--- src/sv/ifp_pkg.sv ---
// Package for the infix to postfix converter.
// Character codes, item classes, queue entry type and precedence and class helpers.
// No dependencies.
`timescale 1ns / 1ps

package ifp_pkg;

  localparam logic [7:0] CH_POW   = 8'h5E; // ^
  localparam logic [7:0] CH_MUL   = 8'h2A; // *
  localparam logic [7:0] CH_DIV   = 8'h2F; // /
  localparam logic [7:0] CH_ADD   = 8'h2B; // +
  localparam logic [7:0] CH_SUB   = 8'h2D; // -
  localparam logic [7:0] CH_OPEN  = 8'h28; // (
  localparam logic [7:0] CH_CLOSE = 8'h29; // )
  localparam logic [7:0] CH_DIG_LO = 8'h30;
  localparam logic [7:0] CH_DIG_HI = 8'h39;
  localparam logic [7:0] CH_UC_LO  = 8'h41;
  localparam logic [7:0] CH_UC_HI  = 8'h5A;
  localparam logic [7:0] CH_LC_LO  = 8'h61;
  localparam logic [7:0] CH_LC_HI  = 8'h7A;
  localparam logic [7:0] CH_NUL    = 8'h00;

  typedef enum logic [2:0] {
    CL_ALNUM,
    CL_OPEN,
    CL_CLOSE,
    CL_OP,
    CL_OTHER
  } cls_t;

  typedef struct packed {
    logic [7:0] ch;
    cls_t       cls;
    logic [1:0] prec;
    logic       last;
  } entry_t;

  function automatic logic [1:0] prec_of(input logic [7:0] c);
    logic [1:0] p;
    p = 2'd0;
    if (c == CH_POW) p = 2'd3;
    else if (c == CH_MUL || c == CH_DIV) p = 2'd2;
    else if (c == CH_ADD || c == CH_SUB) p = 2'd1;
    return p;
  endfunction

  function automatic cls_t classify(input logic [7:0] c);
    cls_t k;
    k = CL_OTHER;
    if ((c >= CH_DIG_LO && c <= CH_DIG_HI) || (c >= CH_UC_LO && c <= CH_UC_HI) ||
        (c >= CH_LC_LO && c <= CH_LC_HI))
      k = CL_ALNUM;
    else if (c == CH_OPEN) k = CL_OPEN;
    else if (c == CH_CLOSE) k = CL_CLOSE;
    else if (c == CH_POW || c == CH_MUL || c == CH_DIV || c == CH_ADD || c == CH_SUB)
      k = CL_OP;
    return k;
  endfunction

endpackage

--- src/sv/infix_to_postfix_converter.sv ---
// Top level of the infix to postfix converter (shunting yard).
// Depends on ifp_pkg, ifp_front, ifp_back (and ifp_ram through ifp_back).
//
//   channel | handshake            | payload
//   input   | in_valid / in_ready  | in_char[7:0], in_expr_end
//   output  | out_valid/out_ready  | out_char[7:0], out_run_last, out_expr_last, out_overflow
//
// In the back end the stack sequencer runs each item through ST_EXEC and then
// ST_FIN; an operator or close parenthesis stays in ST_EXEC while it emits
// operators, and expression end passes through ST_FLUSH to pop the stack. An
// idle back end first loads the item from ST_IDLE.
// Reset clears the stack count and the overflow flag; the stack RAM is not cleared.
// A stalled output holds the back end; the front queue keeps taking up to two items.
`timescale 1ns / 1ps

module infix_to_postfix_converter #(
  parameter int STACK_DEPTH = 32
) (
  input  logic       clk,
  input  logic       rst_n,
  input  logic       in_valid,
  output logic       in_ready,
  input  logic [7:0] in_char,
  input  logic       in_expr_end,
  output logic       out_valid,
  input  logic       out_ready,
  output logic [7:0] out_char,
  output logic       out_run_last,
  output logic       out_expr_last,
  output logic       out_overflow
);

  logic            q_vld;
  logic            q_deq;
  ifp_pkg::entry_t q_head;

  ifp_front u_front (
    .clk         (clk),
    .rst_n       (rst_n),
    .in_valid    (in_valid),
    .in_ready    (in_ready),
    .in_char     (in_char),
    .in_expr_end (in_expr_end),
    .q_vld       (q_vld),
    .q_head      (q_head),
    .q_deq       (q_deq)
  );

  ifp_back #(
    .STACK_DEPTH(STACK_DEPTH)
  ) u_back (
    .clk           (clk),
    .rst_n         (rst_n),
    .q_vld         (q_vld),
    .q_head        (q_head),
    .q_deq         (q_deq),
    .out_valid     (out_valid),
    .out_ready     (out_ready),
    .out_char      (out_char),
    .out_run_last  (out_run_last),
    .out_expr_last (out_expr_last),
    .out_overflow  (out_overflow)
  );

endmodule

--- src/sv/ifp_ram.sv ---
// Generic single write port, single read port RAM with registered read.
// Depends on nothing.
`timescale 1ns / 1ps

module ifp_ram #(
  parameter int WIDTH = 8,
  parameter int DEPTH = 32
) (
  input  logic                     clk,
  input  logic                     we,
  input  logic [$clog2(DEPTH)-1:0] waddr,
  input  logic [WIDTH-1:0]         wdata,
  input  logic                     re,
  input  logic [$clog2(DEPTH)-1:0] raddr,
  output logic [WIDTH-1:0]         rdata
);

  logic [WIDTH-1:0] mem_r [DEPTH];
  logic [WIDTH-1:0] rdata_r;

  always_ff @(posedge clk) begin
    if (we) begin
      mem_r[waddr] <= wdata;
    end
    if (re) begin
      rdata_r <= mem_r[raddr];
    end
  end

  assign rdata = rdata_r;

endmodule

--- src/sv/ifp_front.sv ---
// Front end: accepts input items, classifies each character and queues it.
// Depends on ifp_pkg.
`timescale 1ns / 1ps

module ifp_front (
  input  logic            clk,
  input  logic            rst_n,
  input  logic            in_valid,
  output logic            in_ready,
  input  logic [7:0]      in_char,
  input  logic            in_expr_end,
  output logic            q_vld,
  output ifp_pkg::entry_t q_head,
  input  logic            q_deq
);

  ifp_pkg::entry_t slot_r [2];
  logic            wp_r;
  logic            rp_r;
  logic [1:0]      cnt_r;
  logic            push;
  logic            pop;
  ifp_pkg::entry_t ent;

  assign in_ready = (cnt_r != 2'd2);
  assign push     = in_valid && in_ready;
  assign q_vld    = (cnt_r != 2'd0);
  assign pop      = q_deq && q_vld;
  assign q_head   = slot_r[rp_r];

  always_comb begin
    ent.ch   = in_char;
    ent.cls  = ifp_pkg::classify(in_char);
    ent.prec = ifp_pkg::prec_of(in_char);
    ent.last = in_expr_end;
  end

  always_ff @(posedge clk) begin
    if (!rst_n) begin
      wp_r  <= 1'b0;
      rp_r  <= 1'b0;
      cnt_r <= 2'd0;
    end else begin
      if (push) begin
        slot_r[wp_r] <= ent;
        wp_r         <= ~wp_r;
      end
      if (pop) begin
        rp_r <= ~rp_r;
      end
      if (push && !pop) begin
        cnt_r <= cnt_r + 2'd1;
      end else if (pop && !push) begin
        cnt_r <= cnt_r - 2'd1;
      end
    end
  end

endmodule

--- src/sv/ifp_back.sv ---
// Back end: operator stack sequencer, pending result and output register.
// Depends on ifp_pkg and ifp_ram.
`timescale 1ns / 1ps

module ifp_back #(
  parameter int STACK_DEPTH = 32
) (
  input  logic            clk,
  input  logic            rst_n,
  input  logic            q_vld,
  input  ifp_pkg::entry_t q_head,
  output logic            q_deq,
  output logic            out_valid,
  input  logic            out_ready,
  output logic [7:0]      out_char,
  output logic            out_run_last,
  output logic            out_expr_last,
  output logic            out_overflow
);

  localparam int CW = $clog2(STACK_DEPTH + 1);
  localparam int IW = $clog2(STACK_DEPTH);

  typedef enum logic [1:0] {
    ST_IDLE,
    ST_EXEC,
    ST_FLUSH,
    ST_FIN
  } state_t;

  state_t          state_r, state_nxt, done_st;
  ifp_pkg::entry_t cur_r;
  logic [CW-1:0]   count_r;
  logic [7:0]      top_r;
  logic            top_vld_r;
  logic            ovf_r;
  logic [7:0]      pend_char_r;
  logic            pend_ovf_r;
  logic            pend_vld_r;
  logic            out_valid_r;
  logic [7:0]      out_char_r;
  logic            out_run_r;
  logic            out_expr_r;
  logic            out_ovf_r;

  logic [7:0]      ram_rdata;
  logic [7:0]      top;
  logic            empty;
  logic            full;
  logic            can_emit;
  logic            can_put;
  logic            do_push;
  logic            do_pop;
  logic            do_put;
  logic [7:0]      put_char;
  logic            fin;
  logic            load;
  logic            out_load;
  logic [CW-1:0]   rd_idx;

  assign top      = top_vld_r ? top_r : ram_rdata;
  assign empty    = (count_r == '0);
  assign full     = (count_r == CW'(STACK_DEPTH));
  assign can_emit = !out_valid_r || out_ready;
  assign can_put  = !pend_vld_r || can_emit;
  assign done_st  = cur_r.last ? ST_FLUSH : ST_FIN;
  assign rd_idx   = count_r - CW'(2);
  assign q_deq    = load;

  always_comb begin
    state_nxt = state_r;
    do_push   = 1'b0;
    do_pop    = 1'b0;
    do_put    = 1'b0;
    put_char  = top;
    fin       = 1'b0;
    load      = 1'b0;
    case (state_r)
      ST_IDLE: begin
        if (q_vld) begin
          load      = 1'b1;
          state_nxt = ST_EXEC;
        end
      end
      ST_EXEC: begin
        case (cur_r.cls)
          ifp_pkg::CL_ALNUM: begin
            if (can_put) begin
              do_put    = 1'b1;
              put_char  = cur_r.ch;
              state_nxt = done_st;
            end
          end
          ifp_pkg::CL_OPEN: begin
            do_push   = 1'b1;
            state_nxt = done_st;
          end
          ifp_pkg::CL_CLOSE: begin
            if (empty) begin
              state_nxt = done_st;
            end else if (top == ifp_pkg::CH_OPEN) begin
              do_pop    = 1'b1;
              state_nxt = done_st;
            end else if (can_put) begin
              do_put = 1'b1;
              do_pop = 1'b1;
            end
          end
          ifp_pkg::CL_OP: begin
            if (!empty && (ifp_pkg::prec_of(top) >= cur_r.prec)) begin
              if (can_put) begin
                do_put = 1'b1;
                do_pop = 1'b1;
              end
            end else begin
              do_push   = 1'b1;
              state_nxt = done_st;
            end
          end
          default: begin
            state_nxt = done_st;
          end
        endcase
      end
      ST_FLUSH: begin
        if (empty) begin
          state_nxt = ST_FIN;
        end else if (top == ifp_pkg::CH_OPEN) begin
          do_pop = 1'b1;
        end else if (can_put) begin
          do_put = 1'b1;
          do_pop = 1'b1;
        end
      end
      ST_FIN: begin
        if (!((pend_vld_r || cur_r.last) && !can_emit)) begin
          fin = 1'b1;
          if (q_vld) begin
            load      = 1'b1;
            state_nxt = ST_EXEC;
          end else begin
            state_nxt = ST_IDLE;
          end
        end
      end
      default: begin
        state_nxt = ST_IDLE;
      end
    endcase
  end

  assign out_load = (do_put && pend_vld_r) || (fin && (pend_vld_r || cur_r.last));

  always_ff @(posedge clk) begin
    if (!rst_n) begin
      state_r     <= ST_IDLE;
      count_r     <= '0;
      top_vld_r   <= 1'b0;
      ovf_r       <= 1'b0;
      pend_vld_r  <= 1'b0;
      out_valid_r <= 1'b0;
    end else begin
      state_r <= state_nxt;
      if (load) begin
        cur_r <= q_head;
      end
      // stack
      if (do_push) begin
        if (full) begin
          ovf_r <= 1'b1;
        end else begin
          count_r   <= count_r + CW'(1);
          top_r     <= cur_r.ch;
          top_vld_r <= 1'b1;
        end
      end else if (do_pop) begin
        count_r   <= count_r - CW'(1);
        top_vld_r <= 1'b0;
      end
      // pending result and output register
      if (do_put) begin
        if (pend_vld_r) begin
          out_char_r <= pend_char_r;
          out_run_r  <= 1'b0;
          out_expr_r <= 1'b0;
          out_ovf_r  <= pend_ovf_r;
        end
        pend_char_r <= put_char;
        pend_ovf_r  <= ovf_r;
        pend_vld_r  <= 1'b1;
      end else if (fin) begin
        if (pend_vld_r) begin
          out_char_r <= pend_char_r;
          out_run_r  <= 1'b1;
          out_expr_r <= cur_r.last;
          out_ovf_r  <= pend_ovf_r;
          pend_vld_r <= 1'b0;
        end else if (cur_r.last) begin
          out_char_r <= ifp_pkg::CH_NUL;
          out_run_r  <= 1'b1;
          out_expr_r <= 1'b1;
          out_ovf_r  <= ovf_r;
        end
      end
      if (out_load) begin
        out_valid_r <= 1'b1;
      end else if (out_ready) begin
        out_valid_r <= 1'b0;
      end
    end
  end

  ifp_ram #(
    .WIDTH(8),
    .DEPTH(STACK_DEPTH)
  ) u_stack (
    .clk   (clk),
    .we    (do_push && !full),
    .waddr (count_r[IW-1:0]),
    .wdata (cur_r.ch),
    .re    (do_pop),
    .raddr (rd_idx[IW-1:0]),
    .rdata (ram_rdata)
  );

  assign out_valid     = out_valid_r;
  assign out_char      = out_char_r;
  assign out_run_last  = out_run_r;
  assign out_expr_last = out_expr_r;
  assign out_overflow  = out_ovf_r;

endmodule

--- config.mk ---
export PLATFORM = sky130hd
export DESIGN_NAME = infix_to_postfix_converter
export DESIGN_NICKNAME = d
export VERILOG_FILES = /design/src/sv/ifp_pkg.sv /design/src/sv/infix_to_postfix_converter.sv /design/src/sv/ifp_ram.sv /design/src/sv/ifp_front.sv /design/src/sv/ifp_back.sv
export SDC_FILE = /design/constraint.sdc
export NUM_CORES = 1
export LEC_CHECK = 0
export ABC_AREA = 1
export BUFFER_PORTS_ARGS = -buffer_cell sky130_fd_sc_hd__buf_4
export CAP_MARGIN = 10
export CELL_PAD_IN_SITES_DETAIL_PLACEMENT = 1
export CELL_PAD_IN_SITES_GLOBAL_PLACEMENT = 1
export CORE_MARGIN = 5
export CORE_UTILIZATION = 48
export CTS_BUF_LIST = sky130_fd_sc_hd__clkbuf_4
export DETAILED_ROUTE_END_ITERATION = 8
export PLACE_DENSITY = 0.86
export SLEW_MARGIN = 15
export SYNTH_ARGS = -nofsm -noshare
export SYNTH_HDL_FRONTEND = slang
export SYNTH_SLANG_ARGS = --single-unit
export TNS_END_PERCENT = 20
--- constraint.sdc ---
create_clock -name clk -period 3.05 [get_ports clk]
set_clock_uncertainty 0.1 [all_clocks]
set_input_delay 0.1525 -clock clk [delete_from_list [all_inputs] [get_ports clk]]
set_output_delay 0.1525 -clock clk [all_outputs]
set_load 0.02 [all_outputs]
==> metrics, run 1 <==
CP Launch Type=register; CORE AREA=29600 um2; Simple-Gate Fraction of Synth Area=15.8%; Leakage=6.47 nW; min-delay worst type=primary input to register; P&R area growth vs syn=24.3%; layout cells sized above 1=29.6%; gp weighted congestion=0.858; Synth cell types=50; Placed Cells=1641; largest net degree at the start of global routing=59; Combinational Power Share=36.6%; die area=33700 um2; worst slew pin tran=0.941 ns; setup TNS=-140.36 ns; slowest cell on the critical path=dfxtp_4; post-DP HPWL=26000 um; P_int=9.64 mW; first-pass GRT wire length=75400 um; final period utilization=119%; Core Rows=63; area occupied by registers=10400 um2; Switch Pwr=6.68 mW; FFs w/ async S/R, synth=0%; Total GRT Usage=29.9%; Primary FF master, synth=edfxtp_1; Worst Setup Slack, final=-0.564 ns; fin nets=1400; synth top area cells=edfxtp_1 (69%), nand2_1 (8.5%), dfxtp_1 (2.2%), nor2_1 (2.0%), inv_1 (1.8%); Worst-path clk slew=0.09 ns; deepest clock path buffer count=3; sequential fraction of the synthesis area=71.7%; Initial Util=48.7%; YS warnings=0; DR DRC count=0; Worst EP arrival=3.95 ns; WL/cell=30.2 um; antenna violations before repair=3; drt via density=6.34; IO buf count=25; Syn Inst Count=1170; CP delay by family, top=simple AND/OR/NAND/NOR gates; Critical path origin=u_back.top_vld_r; clock sink total=350; final setup vio count=313; Sw Ratio=41.0%; Die Y=183 um; fmax=277 MHz; critical path required time=3.38 ns; Synth top area share=69.5%; Post-Syn Nets=1197; beginning of the worst register-to-register path=u_back.top_vld_r; Die X=183 um; FF+latch count, synth=350; Buf/Inv on CP=6; final std cells w/o fill=1816; CTS HTree Levels=3; Root Driver=clkbuf_4; Final ANT Viol Nets=0; filler cell count=2944; Max-Cap Viols=0; area share of fa/ha/maj cells after synthesis=1.26%; Yosys top cell by area=edfxtp_1; Syn Area/Cell=12.3 um2; final hold violations=0; Max FO, Critical Path=8; 1st-iter DRT viols=1527; Pwr Density=909 nW/um2; critical path type=register to register; largest family of logic cells by synthesized area=simple AND/OR/NAND/NOR gates; Final Core Density=60.6%; gr ovfl total=0; drt total wl=54900 um; vias after detailed routing=11500; Num CTS Buffers=88; Crit. End Element=register; Ports=26; RSZ-0062 raised after global routing=true; failing checks=setup timing; min Tclk post-route=3.61 ns; hold path start=in_expr_end; Slew Limit Fails=0; synth cell count leaders=edfxtp_1 (334), nand2_1 (327), nor2_1 (76); CP peak stage delay=0.38 ns; EDFF count, synth=334; Clk pwr share=26.6%; clk_lat worst skew=0.81 ns; status=finished, violations left; post-synthesis mux area share=0%; vias in the first global route=12000; xor/xnor share of the synthesized area=0.355%; critical path cell sequence=buf_12 > buf_16 > nand2_4 > nand2_4 > nor2_4 > nand2_2 > nor3_4 > a31oi_1 > ha_1 > o21ai_2 > nand2_2 > nand3_4 > nand2_8 > buf_6 > inv_6 > o21ai_4 > clkinv_4 > nand2_8 > nor2_4 > buf_6; CTS tree=done; drt first pass iters=5; Max IR drop VDD=0.000399 V; Rel. slew slack=37.2%; most frequent cell after synthesis=edfxtp_1; Compound-Gate Fraction of Synth Area=7.04%; multi-input logic area=4140 um2; sequential power share=36.8%; Syn Std Cell Area=14400 um2
worst paths after layout:
kind | endpoint | slack (ns) | cells past startpoint
hold / removal | u_front.slot_r[1][0] | 0.04 | 2
hold reg to reg | u_back.cur_r[9] | 0.39 | 2
setup reg to reg | u_back.u_stack.mem_r[7][4] | -0.56 | 20
setup / recovery | u_back.u_stack.mem_r[7][4] | -0.56 | 20
routing by layer:
metal | up-vias | GRT usage, % | wire (um) | part of all wire, %
met1 | 5697 | 34.7 | 18800 | 34
met2 | 889 | 50.9 | 27100 | 49
met3 | 300 | 7.22 | 4920 | 9.0
met4 | 2 | 17.2 | 4100 | 7.5
met5 | - | 0 | 16 | 0.029
li1 | 4617 | - | - | -
power by group through the flow:
stage / clock network, mW / registers, mW / logic (mW)
2_1_floorplan: 0 / 6.01 / 2.72
3_3_place_gp: 0 / 6.02 / 4.24
3_5_place_dp: 0 / 6.05 / 4.51
4_1_cts: 4.10 / 5.96 / 4.98
5_1_grt: 4.60 / 6.00 / 6.13
6_report: 4.34 / 6.01 / 5.98
sequential cells by signal, summed over array words and instances (netlist names), 2 cells and up:
name	cells
u_back.out_char	8
u_back.u_stack.rdata	8
u_back.u_stack.mem_r	256
u_back.count_r	6
u_back.state_r	2
u_back.pend_char_r	8
u_back.top_r	8
u_front.slot_r	28
u_front.cnt_r	2
u_back.cur_r	14
timing repair:
action	CTS	global route
pin swaps	19	28
hold buffers	12	0
setup buffers	12	7
endpoints found under the setup margin	310	314
resized for setup	140	67
hold endpoints to repair	69	0
gates cloned	2	1
per-stage QoR:
| stage | cell area [um2] | hold slack [ns] | setup WS (ns) | power (mW) |
|---|---|---|---|---|
| 2_1_floorplan | 14400 | 0.151 | 0.00863 | 8.73 |
| 3_3_place_gp | 15700 | 0.238 | -0.0896 | 10.3 |
| 3_5_place_dp | 15700 | 0.244 | -0.461 | 10.6 |
| 4_1_cts | 17600 | 0.0217 | -0.238 | 15.0 |
| 5_1_grt | 18000 | 0.0322 | -0.757 | 16.7 |
| 6_report | 18000 | 0.0449 | -0.564 | 16.3 |
layout by cell type, fill, tap and decap left out, types with 3 or more instances in the layout:
cell / count
o2111ai_1: 7
ha_4: 4
clkbuf_4: 128
nand2_8: 8
a22oi_1: 26
ha_1: 8
inv_2: 8
edfxtp_1: 334
clkinv_4: 3
a41oi_1: 12
a21oi_1: 29
nand4_1: 33
inv_1: 63
nor2_2: 17
dfxtp_1: 15
nand3_1: 47
buf_8: 9
nand2_2: 25
nand2_1: 300
nor2_1: 38
buf_6: 31
o21ai_0: 23
buf_12: 6
dlygate4sd3_1: 12
nor2_4: 26
buf_4: 101
a21boi_1: 8
o211ai_1: 16
bufinv_16: 3
nand2_4: 14
clkinv_1: 6
o21ai_2: 5
a31oi_1: 10
nand3_4: 4
a21oi_2: 7
clkinv_2: 3
area by class of cell:
| cell class | instances | share of cell area, % |
|---|---|---|
| flip-flops and latches | 350 | 57.7 |
| multi-input cells | 695 | 23.0 |
| repair buffers | 161 | 8.55 |
| clock buffers | 128 | 5.35 |
| well taps | 390 | 2.72 |
| inverters | 77 | 1.87 |
| clock inverters | 13 | 0.760 |
| diodes | 2 | 0.0279 |
cell families (layout without fill, tap and decap cells):
logic type / count (synthesis) / count (layout)
buffers and inverters: 125 / 379
AND/OR/NAND/NOR: 523 / 523
XOR/XNOR: 5 / 5
adder cells (fa/ha/maj): 14 / 14
flip-flops: 350 / 350
other: 0 / 2
AO/OA/AOI/OAI: 153 / 153
Note: power is estimated with default switching activity, not from simulation.
==> run 2: changes to the inputs <==
Settings changed: SKIP_LAST_GASP set to 1.
==> run 2 against run 1 <==
  * The flow still finishes with violations (setup timing)
  * Register-to-register slack gained 0.05 ns
  * Die area is the same
  * Clock power is 0.9% lower
  * Clock-buffer cell count unchanged
  * Sequential cell count is the same
  * Total power decreased by 1.9%
  * Utilization decreased by 0.17 points
  * Via count about the same
  * First-iteration DRC count up 5.4%
  * Global-route usage is 0.38 points lower
  * Worst hold slack improved by 0.0045 ns
  * Critical path type unchanged
  * Critical endpoint is now u_back.u_stack.mem_r[27][6]
  * Largest power group unchanged
==> metrics, run 2 (synthesis results as in run 1) <==
vias after detailed routing=11500; cells on worst reg2reg path=19; registers with the most flip-flops=u_back.u_stack.mem_r: 256 flops, u_front.slot_r: 28 flops, u_back.cur_r: 14 flops; drt via density=6.31; Buf/Inv on CP=6; hold path start=in_expr_end; CTS HTree Levels=3; Worst Setup Slack, final=-0.514 ns; IO buf count=25; gr ovfl total=0; min-delay worst type=primary input to register; final setup vio count=315; Leakage=6.51 nW; final hold violations=0; Max FO, Critical Path=8; Die X=183 um; Max-Cap Viols=0; layout cells sized above 1=28.2%; highest-count cells in the layout ignoring fill and taps=edfxtp_1 (334), nand2_1 (305), clkbuf_4 (128), buf_4 (113), inv_1 (64); critical path cell sequence=buf_12 > nand2_1 > nand2_4 > inv_4 > nand2_4 > nor3_4 > a31oi_1 > ha_1 > o21ai_2 > nand2_2 > nand3_2 > nand2_4 > buf_6 > inv_6 > o21ai_4 > clkinv_4 > nand2_8 > nor2_1 > buf_4; Final ANT Viol Nets=0; first-pass GRT wire length=75100 um; Initial Util=48.7%; commonest non-fill, non-tap cell in the layout=edfxtp_1; WHS Path Cells=2; CP delay by family, top=simple AND/OR/NAND/NOR gates; CP Launch Type=register; largest register by flop count=u_back.u_stack.mem_r; Root Driver=clkbuf_4; gp weighted congestion=0.858; largest net degree at the start of global routing=59; reg-to-reg slack, setup=-0.51 ns; WL/cell=29.2 um; Worst Hold Path EP=u_front.slot_r[1][0]; fmax=281 MHz; clk_lat worst skew=0.79 ns; 1st-iter DRT viols=1610; final period utilization=117%; DR DRC count=0; critical path type=register to register; fin nets=1408; Placed Cells=1641; drt total wl=53300 um; Pwr Density=895 nW/um2; Die Y=183 um; min Tclk post-route=3.56 ns; antenna violations before repair=1; Worst EP arrival=3.91 ns; Final Core Density=60.4%; worst slew pin tran=0.987 ns; Crit Reg-Reg Endpoint=u_back.u_stack.mem_r[27][6]; post-DP HPWL=26000 um; pre-CTS setup slack=-0.461 ns; CP peak stage delay=0.39 ns; Core Rows=63; Worst-path clk slew=0.11 ns; CTS tree=done; Total GRT Usage=29.6%; deepest clock path buffer count=3; Rel. slew slack=33.5%; critical path required time=3.40 ns; Ports=26; max reg flops=256; Crit. End Element=register; drt first pass iters=6; CP most frequent cell=nand2_4; slowest cell on the critical path=dfxtp_4; beginning of the worst register-to-register path=u_back.top_vld_r; die area=33700 um2; vias in the first global route=12200; RSZ-0062 raised after global routing=true; failing checks=setup timing; P&R area growth vs syn=24.0%; Num CTS Buffers=88; Slew Limit Fails=0; Max IR drop VDD=0.000355 V; final std cells w/o fill=1823; status=finished, violations left; CORE AREA=29600 um2; clock sink total=350
## run 2: cell count changes in the layout (fill, tap and decap cells not counted), sizes merged
cell         before  now
clkinv           13   12
nor2             81   82
inv              74   75
dlygate4sd3      12   17
buf             148  150
diode             2    1
## run 2: layout make-up
type	instances	area, um2
Fill cell	2983	11700
Sequential cell	350	10400
Multi-Input combinational cell	696	4070
Timing Repair Buffer	168	1570
Clock buffer	128	961
Tap cell	390	488
Inverter	77	325
Clock inverter	13	136
Antenna cell	1	2.50
## run 2: metrics by stage
step	cell area [um2]	power (mW)	hold slack, ns	TNS (ns)
4_1_cts	17500	15.0	-0.408	-48.15
2_1_floorplan	14400	8.73	0.151	0
3_5_place_dp	15700	10.6	0.244	-79.61
5_1_grt	17900	16.6	0.0437	-140.62
6_report	17900	16.0	0.0495	-125.21
3_3_place_gp	15700	10.3	0.238	-6.25
## run 2: metal layers
metal / up-vias / share of wire, % / global-route usage [%]
met5: - / 0 / 0
met4: 0 / 7.3 / 16.5
met3: 289 / 9.1 / 6.31
met2: 898 / 49 / 51.1
met1: 5690 / 34 / 34.3
li1: 4633 / - / -
## run 2: what timing repair did
| action | 4_1_cts | 5_1_grt |
|---|---|---|
| setup buffers | 12 | 8 |
| pin swaps | 18 | 22 |
| hold buffers | 16 | 1 |
| cloned | 2 | 2 |
| resized for setup | 106 | 70 |
| hold endpoints to repair | 69 | 30 |
| setup endpoints to repair | 310 | 316 |
## run 2: worst max-delay path by stage
stage                startpoint                          end  slack (ns)  depth (start not counted)
3_3_place_gp   u_back.top_vld_r            u_back.count_r[5]       -0.09                         24
6_report       u_back.top_vld_r  u_back.u_stack.mem_r[27][6]       -0.51                         19
3_5_place_dp   u_back.top_vld_r            u_back.count_r[4]       -0.46                         21
4_1_cts        u_back.top_vld_r           u_back.out_char[5]       -0.24                         24
5_1_grt        u_back.top_vld_r            u_back.count_r[5]       -0.57                         22
2_1_floorplan  u_back.top_vld_r            u_back.count_r[5]       0.009                         24
## run 2: power by group
part	total (mW)	leakage, nW	internal, mW	switching (mW)
Combinational	5.72	2.70	1.71	4.01
Sequential	6.00	3.15	5.73	0.261
Clock	4.30	0.657	2.16	2.14
Total	16.0	6.51	9.60	6.42
==> run 3: changes to the inputs <==
Settings changed: SKIP_CTS_REPAIR_TIMING set to 1.
==> run 3 against run 2 <==
  * The flow still finishes with violations (setup timing)
  * Non-clock buffer count down 13
  * Clock power fell by 3%
  * Cell count down 0.60%
  * Die area stayed put
  * First-iteration DRC count shrank 15%
  * Sequential cell count unchanged
  * Critical path depth increased by 1
  * Sequential power is essentially flat
  * Sequential share of layout area increased by 1.4 points
  * Cell area shrank 2.5%
  * Largest power group unchanged
  * Highest routed layer is now met5
==> metrics, run 3 (synthesis results as in run 1) <==
fin nets=1394; first-pass GRT wire length=65300 um; 1st-iter DRT viols=1361; CTS HTree Levels=3; largest net degree at the start of global routing=59; Rel. slew slack=36.5%; drt total wl=50100 um; fin area=17500 um2; min-delay worst type=primary input to register; clock sink total=350; Initial Util=48.7%; setup TNS=-83.23 ns; Num CTS Buffers=88; Buf/Inv on CP=6; Final ANT Viol Nets=0; gr ovfl total=0; CP peak stage delay=0.36 ns; vias in the first global route=11300; drt via density=6.20; WL/cell=27.6 um; final setup vio count=302; CP Launch Type=register; Root Driver=clkbuf_4; Total GRT Usage=25.3%; Die Y=183 um; CP most frequent cell=nand2_2; worst hold slack=0.0408 ns; final period utilization=114%; max reg flops=256; fmax=288 MHz; deepest clock path buffer count=3; antenna violations before repair=1; registers with the most flip-flops=u_back.u_stack.mem_r: 256 flops, u_front.slot_r: 28 flops, u_back.cur_r: 14 flops; RSZ-0062 raised after global routing=true; Leakage=6.36 nW; Worst-path clk slew=0.08 ns; worst slew pin tran=0.953 ns; layout cells sized above 1=26.5%; Ports=26; post-DP HPWL=26000 um; min Tclk post-route=3.48 ns; commonest non-fill, non-tap cell in the layout=edfxtp_1; Max IR drop VDD=0.000383 V; IO buf count=25; Slew Limit Fails=0; gp weighted congestion=0.858; largest register by flop count=u_back.u_stack.mem_r; Pwr Density=892 nW/um2; clk_lat worst skew=0.79 ns; filler cell count=3024; Worst Setup Slack, final=-0.425 ns; failing checks=setup timing; final hold violations=0; CTS tree=done; critical path type=register to register; Max FO, Critical Path=8; status=finished, violations left; critical path cell sequence=buf_12 > nand2_1 > nand2_2 > inv_2 > nor2_4 > nand2_2 > nor3_4 > a31oi_1 > ha_1 > o21ai_2 > nand2_2 > nand3_2 > nand2_4 > buf_6 > inv_6 > o21ai_4 > clkinv_4 > nand2_4 > nor2_2 > buf_6; Crit. End Element=register; highest-count cells in the layout ignoring fill and taps=edfxtp_1 (334), nand2_1 (312), clkbuf_4 (128), buf_4 (112), inv_1 (66); vias after detailed routing=11200; Worst EP arrival=3.80 ns; placed inst area=15700 um2; Core Rows=63; critical path required time=3.38 ns; Max-Cap Viols=0; die area=33700 um2; DR DRC count=0; drt first pass iters=6; CP delay by family, top=simple AND/OR/NAND/NOR gates; slowest cell on the critical path=dfxtp_2; CORE AREA=29600 um2; Die X=183 um; P&R area growth vs syn=20.9%
[run 3: metrics by stage]
step	instances	util [%]	total power, mW	setup slack (ns)
6_report	1812	58.9	15.6	-0.425
5_1_grt	1812	58.9	16.1	-0.495
4_1_cts	1782	56.7	14.7	-0.646
3_5_place_dp	1641	53.0	10.6	-0.461
3_3_place_gp	1641	53.0	10.3	-0.0896
2_1_floorplan	1170	-	8.73	0.00863
[run 3: power by group]
group | total, mW | leakage (nW) | internal [mW] | switching (mW)
logic | 5.41 | 2.55 | 1.62 | 3.79
clock network | 4.18 | 0.657 | 2.15 | 2.03
registers | 5.99 | 3.15 | 5.74 | 0.250
total | 15.6 | 6.36 | 9.51 | 6.07
[run 3: path summary, 6_finish.rpt]
check | endpoint | cells after the start | start | slack [ns]
setup / recovery | u_back.u_stack.mem_r[12][4] | 20 | u_back.top_vld_r | -0.43
hold / removal | u_front.slot_r[1][0] | 2 | in_expr_end | 0.04
setup reg to reg | u_back.u_stack.mem_r[12][4] | 20 | u_back.top_vld_r | -0.43
hold reg to reg | u_back.pend_ovf_r | 0 | u_back.ovf_r | 0.36
[run 3: layout make-up]
class	count	area, um2	share of cell area [%]
clock buffers	128	961	5.50
well taps	390	488	2.79
multi-input cells	695	3840	22.0
diodes	4	10.0	0.0573
flip-flops and latches	350	10400	59.3
inverters	77	319	1.83
clock inverters	13	136	0.781
repair buffers	155	1350	7.75
[run 3: metal layers]
layer	vias up	track usage (%)	part of all wire, %
met5	-	1.00	0.098
met4	2	11.7	6.2
met3	264	4.79	7.5
met2	736	44.1	50
met1	5619	30.5	36
li1	4607	-	-
